$ cat src/fixed_point_log2_log10_macros.svh
// Assertion macros shared by the fixed-point logarithm RTL
`ifndef FIXED_POINT_LOG2_LOG10_MACROS_SVH
`define FIXED_POINT_LOG2_LOG10_MACROS_SVH

// checked only while out of reset
`define FPLOG_ASSERT(lbl, prop, msg) \
  lbl: assert property (@(posedge clk) disable iff (!rst_n) prop) else $error(msg);

// checked at every edge, reset included
`define FPLOG_ASSERT_RST(lbl, prop, msg) \
  lbl: assert property (@(posedge clk) prop) else $error(msg);

`endif

$ cat src/fplog_pkg.sv
// Types, constants and helpers for the fixed-point logarithm block
`default_nettype none

package fplog_pkg;

  localparam int FRAC_BITS    = 32;
  localparam int WORD_W       = 64;
  localparam int COEF_W       = 32;
  localparam int HALF_W       = WORD_W / 2;
  localparam int PROD_W       = WORD_W + COEF_W;
  localparam int MANT_W       = FRAC_BITS + 1;
  localparam int INT_W        = WORD_W - FRAC_BITS;
  localparam int LZ_W         = $clog2(WORD_W);
  localparam int NORM_STAGES  = $clog2(WORD_W);
  localparam int CNT_W        = $clog2(FRAC_BITS);
  localparam int SCALE_STAGES = 6;

  localparam logic [COEF_W-1:0] SCALE_RESET = COEF_W'(1292913986);
  localparam logic [WORD_W-1:0] MIN_WORD    = {1'b1, {(WORD_W-1){1'b0}}};
  localparam logic [WORD_W-1:0] MAX_WORD    = ~MIN_WORD;
  localparam logic [PROD_W-1:0] RND_HALF    = PROD_W'(1) << (FRAC_BITS - 1);
  localparam logic [INT_W-1:0]  IP_BIAS     = INT_W'(WORD_W - 1 - FRAC_BITS);

  typedef struct packed {
    logic              vld;
    logic              op;
    logic              nonpos;
    logic [WORD_W-1:0] word;
    logic [LZ_W-1:0]   lz;
  } norm_t;

  typedef enum logic [2:0] {
    ST_IDLE,
    ST_NORM,
    ST_SQ,
    ST_START,
    ST_SCALE,
    ST_HOLD
  } state_t;

  // shift tried by normalize cell n: 32, 16, ... 1
  function automatic logic [LZ_W-1:0] norm_shift(input int stage);
    return LZ_W'(WORD_W >> (stage + 1));
  endfunction

endpackage

`default_nettype wire

$ cat src/fplog_norm_cell.sv
// One leading-zero normalize cell: tries a fixed left shift, passes result on
`default_nettype none
`include "fixed_point_log2_log10_macros.svh"

module fplog_norm_cell (
  input  logic                        clk,
  input  logic                        rst_n,
  input  logic [fplog_pkg::LZ_W-1:0]  shift_amt,
  input  fplog_pkg::norm_t            cell_in,
  output fplog_pkg::norm_t            cell_out
);

  logic                              vld_r;
  logic                              op_r;
  logic                              nonpos_r;
  logic [fplog_pkg::WORD_W-1:0]      word_r;
  logic [fplog_pkg::LZ_W-1:0]        lz_r;
  logic [fplog_pkg::WORD_W-1:0]      top_mask;
  logic                              top_zero;
  logic [fplog_pkg::WORD_W-1:0]      word_nxt;
  logic [fplog_pkg::LZ_W-1:0]        lz_nxt;

  assign top_mask = ~({fplog_pkg::WORD_W{1'b1}} >> shift_amt);
  assign top_zero = (cell_in.word & top_mask) == '0;
  assign word_nxt = top_zero ? (cell_in.word << shift_amt) : cell_in.word;
  assign lz_nxt   = top_zero ? (cell_in.lz + shift_amt) : cell_in.lz;

  always_ff @(posedge clk) begin
    if (!rst_n) begin
      vld_r <= 1'b0;
    end else begin
      vld_r <= cell_in.vld;
    end
  end

  always_ff @(posedge clk) begin
    op_r     <= cell_in.op;
    nonpos_r <= cell_in.nonpos;
    word_r   <= word_nxt;
    lz_r     <= lz_nxt;
  end

  assign cell_out.vld    = vld_r;
  assign cell_out.op     = op_r;
  assign cell_out.nonpos = nonpos_r;
  assign cell_out.word   = word_r;
  assign cell_out.lz     = lz_r;

endmodule

`default_nettype wire

$ cat config.mk
export PLATFORM = sky130hd
export DESIGN_NAME = fplog_norm_cell
export DESIGN_NICKNAME = d
export VERILOG_FILES = /design/src/fplog_pkg.sv /design/src/fplog_norm_cell.sv
export VERILOG_INCLUDE_DIRS = /design/src /design/src/src
export SDC_FILE = /design/constraint.sdc
export NUM_CORES = 1
export LEC_CHECK = 0
export ABC_AREA = 0
export BUFFER_PORTS_ARGS = -buffer_cell sky130_fd_sc_hd__buf_2
export CAP_MARGIN = 40
export CORE_ASPECT_RATIO = 0.9
export CORE_MARGIN = 2
export CORE_UTILIZATION = 55
export CTS_BUF_LIST = sky130_fd_sc_hd__clkbuf_8
export CTS_CLUSTER_SIZE = 16
export DETAILED_ROUTE_END_ITERATION = 10
export PLACE_DENSITY_LB_ADDON = 0.12
export SLEW_MARGIN = 40
export SYNTH_ARGS = -nofsm -noshare
export SYNTH_HDL_FRONTEND = slang
export SYNTH_SLANG_ARGS = --single-unit
$ cat constraint.sdc
create_clock -name clk -period 3.5 [get_ports clk]
set_input_delay 0.875 -clock clk [delete_from_list [all_inputs] [get_ports clk]]
set_output_delay 0.875 -clock clk [all_outputs]
set_load 0.005 [all_outputs]
==> results of run 1 <==
==> per-layer routing <==
metal	up-vias	GRT usage, %
met4	0	20.5
met3	139	17.6
met2	741	61.3
li1	3354	-
met1	3805	55.6
met5	-	0
==> synth_stat cells, types with 6 or more instances <==
| cell type | number |
|---|---|
| o221ai_1 | 7 |
| clkbuf_1 | 27 |
| nand2_1 | 68 |
| nand3_1 | 13 |
| a22oi_1 | 8 |
| buf_1 | 12 |
| inv_1 | 16 |
| mux2_2 | 49 |
| o211ai_1 | 9 |
| mux4_2 | 47 |
| buf_2 | 28 |
| dfxtp_1 | 73 |
| a21oi_1 | 46 |
| mux2i_1 | 71 |
| o2bb2ai_1 | 23 |
| mux2_1 | 8 |
| nor2_1 | 48 |
| a211oi_1 | 6 |
| a22o_1 | 9 |
| o21ai_0 | 51 |
| nor3_1 | 13 |
| o22ai_1 | 16 |
| mux2_4 | 22 |
| a31oi_1 | 8 |
==> report_power, final <==
| group | leakage (nW) | internal, mW | switching, mW |
|---|---|---|---|
| combinational | 3.05 | 0.479 | 0.671 |
| clock | 0.103 | 0.350 | 0.365 |
| sequential | 0.616 | 0.875 | 0.0102 |
==> sequential cells by signal, indices dropped and copies added (netlist names) <==
signal and count:
nonpos_r 1, lz_r 6, word_r 64, vld_r 1
op_r 1
==> metrics by stage <==
step | hold slack, ns | util, % | instance area (sq um)
after detailed placement | 0.981 | 65.7 | 8370
final | 0.603 | 67.3 | 8570
after global routing | 0.597 | 67.3 | 8570
after floorplan | 0.903 | - | 7220
after global placement | 0.978 | 65.7 | 8370
after CTS | 0.602 | 67.3 | 8570
==> kinds of logic (layout without fill, tap and decap cells) <==
family          count (synthesis)  after routing  share of synthesized area [%]
compound gates                237            237                           22.5
simple gates                  176            176                           11.3
mux                           197            197                           38.0
fa+ha+maj                       7              7                           1.28
buf+inv                        94            246                           6.05
xor+xnor                        5              5                          0.606
flops                          73             73                           20.2
==> layout make-up <==
class | count | area (sq um) | area share, %
Sequential cell | 73 | 1460 | 17.0
Inverter | 18 | 67.6 | 0.788
Clock buffer | 10 | 138 | 1.61
Multi-Input combinational cell | 622 | 5330 | 62.1
Timing Repair Buffer | 212 | 1310 | 15.3
Clock inverter | 6 | 65.1 | 0.759
Tap cell | 164 | 205 | 2.39
==> path summary, 6_finish.rpt <==
check | from | endpoint | slack [ns] | cells past startpoint
hold / removal | cell_in[70] | nonpos_r | 0.60 | 1
setup / recovery | shift_amt[1] | word_r[36] | 0.35 | 9
==> key figures, run 1 <==
Run status
  – Outcome: finished, final reports clean

Floorplanning
  – # IOs: about 150
  – Row count: 39
  – DIE AREA: 14100 sq um
  – Core box area: 12700 sq um
  – Initial Util: around 57%
  – Die Span Y: between 100 and 150 um
  – Width of the die: roughly 120 um

Finish
  – Number of diodes: 0
  – Commonest non-fill, non-tap cell in the layout: buf_2
  – Net count, final: between 1000 and 1500
  – Area delta synth->final: 18.7%
  – Ratio of cells with drive above 1 in the final layout: 38.2%
  – Fillers: roughly 1000
  – Cell Count, Final, Fillers Out: 1105
  – Most frequent cells in the layout: buf_2, dfxtp_1, mux2i_1, nand2_1, buf_4

Synthesis
  – Seq/Total Area, Yosys: approximately a fifth
  – Post-Syn Area: between 7000 and 8000 sq um
  – Synth Instances: 789
  – Synth area leader: dfxtp_1
  – Netlist cell types: 75
  – Synthesized flop and latch total: between 70 and 80
  – Post-synth top area share: around a fifth
  – Mapped Nets: 876
  – Average size of a mapped cell: slightly above 9 sq um
  – Synth warnings: 0
  – Top cells by area, synth: dfxtp_1, mux4_2, mux2i_1, mux2_2, mux2_4
  – Top_reg_cell synth: dfxtp_1
  – EDFF count, synth: 0
  – Ys async rst share: 0%

Clock tree
  – Post-CTS Setup Bufs: 0
  – CTS Hold Bufs: 0
  – H-Tree Depth: 3
  – Sink Count: 73
  – Num CTS Buffers: 9
  – Clock slew at reported path FFs: ~0.080 ns
  – Max Root-Sink Buffers: 2
  – Root buf cell: clkbuf_8
  – CTS tree: built
  – # resized after CTS: 0

Run
  – Max-Cap Viols: 0

Detailed routing
  – Drt pass-1 iters: 6
  – DRC: 0
  – DR WL met2: approximately 13000 um
  – Antenna-violating nets left: 0
  – Total number of vias: 8039
  – Top Layer Used: met4
  – Total Wirelength: a little over 30000 um
  – Post-DR vias/cell: between 7 and 8
  – Metal3 WL: 5140 um
  – M1 WL: between 10000 and 15000 um
  – Per-cell routed wire length: around 28 um
  – DR iter-0 viols: 1244

Power
  – Total Power: 2.75 mW
  – Power per standard cell area: approximately 320 nW/um^2
  – Max VDD drop: 0.193 mV
  – Lkg Pwr: about 3.8 nW

Critical path
  – Max incr delay on CP: around 0.5 ns
  – Arrival time at the worst endpoint: 3.40 ns
  – Crit path max-delay family: compound AO/OA/AOI/OAI gates
  – Worst setup EP type: register
  – Worst path slowest cell: o31ai_2
  – Crit path buffers/inverters: 2
  – Critical path, cell by cell: buf_2, or3_4, o21ai_0, o2111ai_1, o31a_1, o31ai_2, nand2_4, buf_12, mux2_1
  – Worst EP required: 3.75 ns
  – WS Path Type: input port to register
  – Worst-path maximum fanout: 38
  – Worst Setup Start Kind: input port

Timing
  – Tmin final: about 3.2 ns
  – Max Slew Vio Count: 0
  – Setup TNS: 0 ns
  – Hold Vio Cnt, Final: 0
  – Post-route clock period utilization: between 90% and 100%
  – RSZ-0062 raised after global routing: no
  – Max_slew headroom: 38.1%
  – Min setup slack post-route: 0.348 ns
  – Slew of the pin with the lowest slew margin: about 0.92 ns
  – Final setup violation count: 0
  – Fmax: approximately 0.32 GHz

Global routing
  – Largest net degree at the start of global routing: 44
  – Vias in the first global route: roughly 7700
  – Total track usage: a little over two fifths
  – First-pass GRT wire length: about 46000 um
  – Initial antenna violation count: 0
  – Total congestion overflow: 0

Placement
  – Inst Count DP: around 1100
  – Place WS: approximately 0.028 ns
  – Dpl hpwl: around 23000 um
  – RD Place Congestion: between 1 and 1.5
  – IO Port Bufs: 153

Worst hold path
  – HP Class: input port to register
No activity file was read; power rests on OpenSTA's default activity.
==> run 2: changes to the inputs <==
--- a/config.mk
+++ b/config.mk
@@ -15,7 +15,7 @@
 export CTS_BUF_LIST = sky130_fd_sc_hd__clkbuf_8
 export CTS_CLUSTER_SIZE = 16
 export DETAILED_ROUTE_END_ITERATION = 10
-export PLACE_DENSITY_LB_ADDON = 0.12
+export PLACE_DENSITY = 0.8
 export SLEW_MARGIN = 40
 export SYNTH_ARGS = -nofsm -noshare
 export SYNTH_HDL_FRONTEND = slang
==> key figures, run 2 (same netlist as run 1, synthesis figures left out) <==
Critical path
  – Worst EP required: roughly 3.8 ns
  – Worst Setup Start Kind: input port
  – Worst path slowest cell: or3_4
  – WS Path Type: input port to register
  – Max incr delay on CP: 0.45 ns
  – Worst setup EP type: register
  – Critical path, cell by cell: buf_2, or3_4, o21ai_0, o2111ai_1, o31a_1, o31ai_2, nand2_4, buf_12, mux2_1
  – Worst-path maximum fanout: 20
  – Arrival time at the worst endpoint: around 3.3 ns

Power
  – Sw Ratio: roughly two fifths
  – Internal power: approximately 1.7 mW
  – Sw power: 1.05 mW
  – Gate power share: a little over two fifths
  – Lkg Pwr: roughly 3.9 nW
  – Clock share of power: between 20% and 30%
  – Seq pwr share: 32.2%
  – Total Power: between 2 and 3 mW
  – Power per standard cell area: about 320 nW/um^2
  – Max VDD drop: 0.213 mV

Run
  – Max-Cap Viols: 0

Floorplanning
  – Die Span Y: 113 um
  – Initial Util: 56.7%
  – Row count: 39
  – Core box area: between 10000 and 15000 sq um
  – # IOs: 154
  – DIE AREA: between 10000 and 15000 sq um
  – Width of the die: around 120 um

Placement
  – RD Place Congestion: between 1 and 1.5
  – Dpl hpwl: between 20000 and 25000 um
  – Place WS: between 0.09 and 0.1 ns
  – Post-place instance area: about 8500 sq um
  – IO Port Bufs: between 150 and 200

Timing
  – Tmin final: around 3.1 ns
  – Max Slew Vio Count: 0
  – Min setup slack post-route: roughly 0.45 ns
  – Max_slew headroom: approximately half
  – Setup TNS: 0 ns
  – Hold Vio Cnt, Final: 0
  – Slew of the pin with the lowest slew margin: ~0.76 ns
  – Fmax: roughly 0.33 GHz
  – Post-route clock period utilization: between 80% and 90%
  – Final setup violation count: 0
  – RSZ-0062 raised after global routing: no

Finish
  – Post-layout util: slightly below 70%
  – Fillers: roughly 1100
  – Number of diodes: 0
  – Largest reg by FF count: word_r
  – Design area: approximately 8700 sq um
  – Max reg flops: 64
  – Multi-input gate area: roughly 5300 sq um
  – Commonest non-fill, non-tap cell in the layout: buf_2
  – Net count, final: ~1000
  – Area delta synth->final: 21.0%
  – Biggest regs: word_r (64), lz_r (6)
  – Register area: approximately 1500 sq um
  – Ratio of cells with drive above 1 in the final layout: approximately two fifths
  – Most frequent cells in the layout: buf_2, buf_4, dfxtp_1, mux2i_1, nand2_1

Clock tree
  – # resized after CTS: 0
  – Clock slew at reported path FFs: 0.07 ns
  – Sink Count: 73
  – Root buf cell: clkbuf_8
  – Max Root-Sink Buffers: 2
  – CTS tree: built
  – Post-CTS Setup Bufs: 0
  – CTS Hold Bufs: 0
  – H-Tree Depth: 3
  – Num CTS Buffers: 9

Detailed routing
  – DRC: 0
  – Total Wirelength: slightly above 30000 um
  – DR iter-0 viols: 1457
  – Total number of vias: approximately 8100
  – Drt pass-1 iters: 7
  – Post-DR vias/cell: a little over 7
  – Antenna-violating nets left: 0
  – Per-cell routed wire length: 27.6 um

Worst hold path
  – Cell depth of the worst hold path: 1
  – HP Class: input port to register

Global routing
  – First-pass GRT wire length: about 46000 um
  – Total congestion overflow: 0
  – Initial antenna violation count: 1
  – Vias in the first global route: approximately 7600
  – Total track usage: roughly 43%
  – Largest net degree at the start of global routing: 42

Run status
  – Outcome: finished, final reports clean
==> run 2: cell type report <==
| cell class | instances | share of cell area (%) |
|---|---|---|
| multi-input combinational | 622 | 60.9 |
| timing repair buffer | 235 | 17.0 |
| sequential | 73 | 16.7 |
| tap | 164 | 2.35 |
| clock buffer | 9 | 1.42 |
| clock inverter | 7 | 0.816 |
| inverter | 18 | 0.773 |
==> run 2: worst paths after layout <==
path                     start    endpoint
setup / recovery  shift_amt[1]  word_r[51]
hold / removal     cell_in[71]        op_r
==> run 2: through the flow <==
| step | hold WS [ns] | instances |
|---|---|---|
| 2_1_floorplan | 0.903 | 789 |
| 3_3_place_gp | 0.980 | 1112 |
| 3_5_place_dp | 0.980 | 1112 |
| 4_1_cts | 0.587 | 1128 |
| 5_1_grt | 0.600 | 1128 |
| 6_report | 0.598 | 1128 |
==> run 2: layer usage <==
layer	part of all wire [%]	GRT usage [%]	vias up
met5	0.039	0	-
met4	4.4	18.7	2
met3	16	14.6	136
met2	42	63.5	734
met1	37	59.1	3835
li1	-	-	3412
==> run 2: power by group through the flow <==
stage / clock (mW) / sequential [mW] / combinational [mW]
finish: 0.698 / 0.886 / 1.17
global route: 0.726 / 0.890 / 1.22
CTS: 0.702 / 0.887 / 1.12
detailed placement: 0 / 0.906 / 1.11
global placement: 0 / 0.904 / 1.12
floorplan: 0 / 0.911 / 0.645
==> run 2: worst max-delay path: cells and delay by family <==
family          cells  cell delay (ns)
buf+inv             2             0.40
mux                 1             0.32
simple gates        2             0.58
compound gates      4             1.12
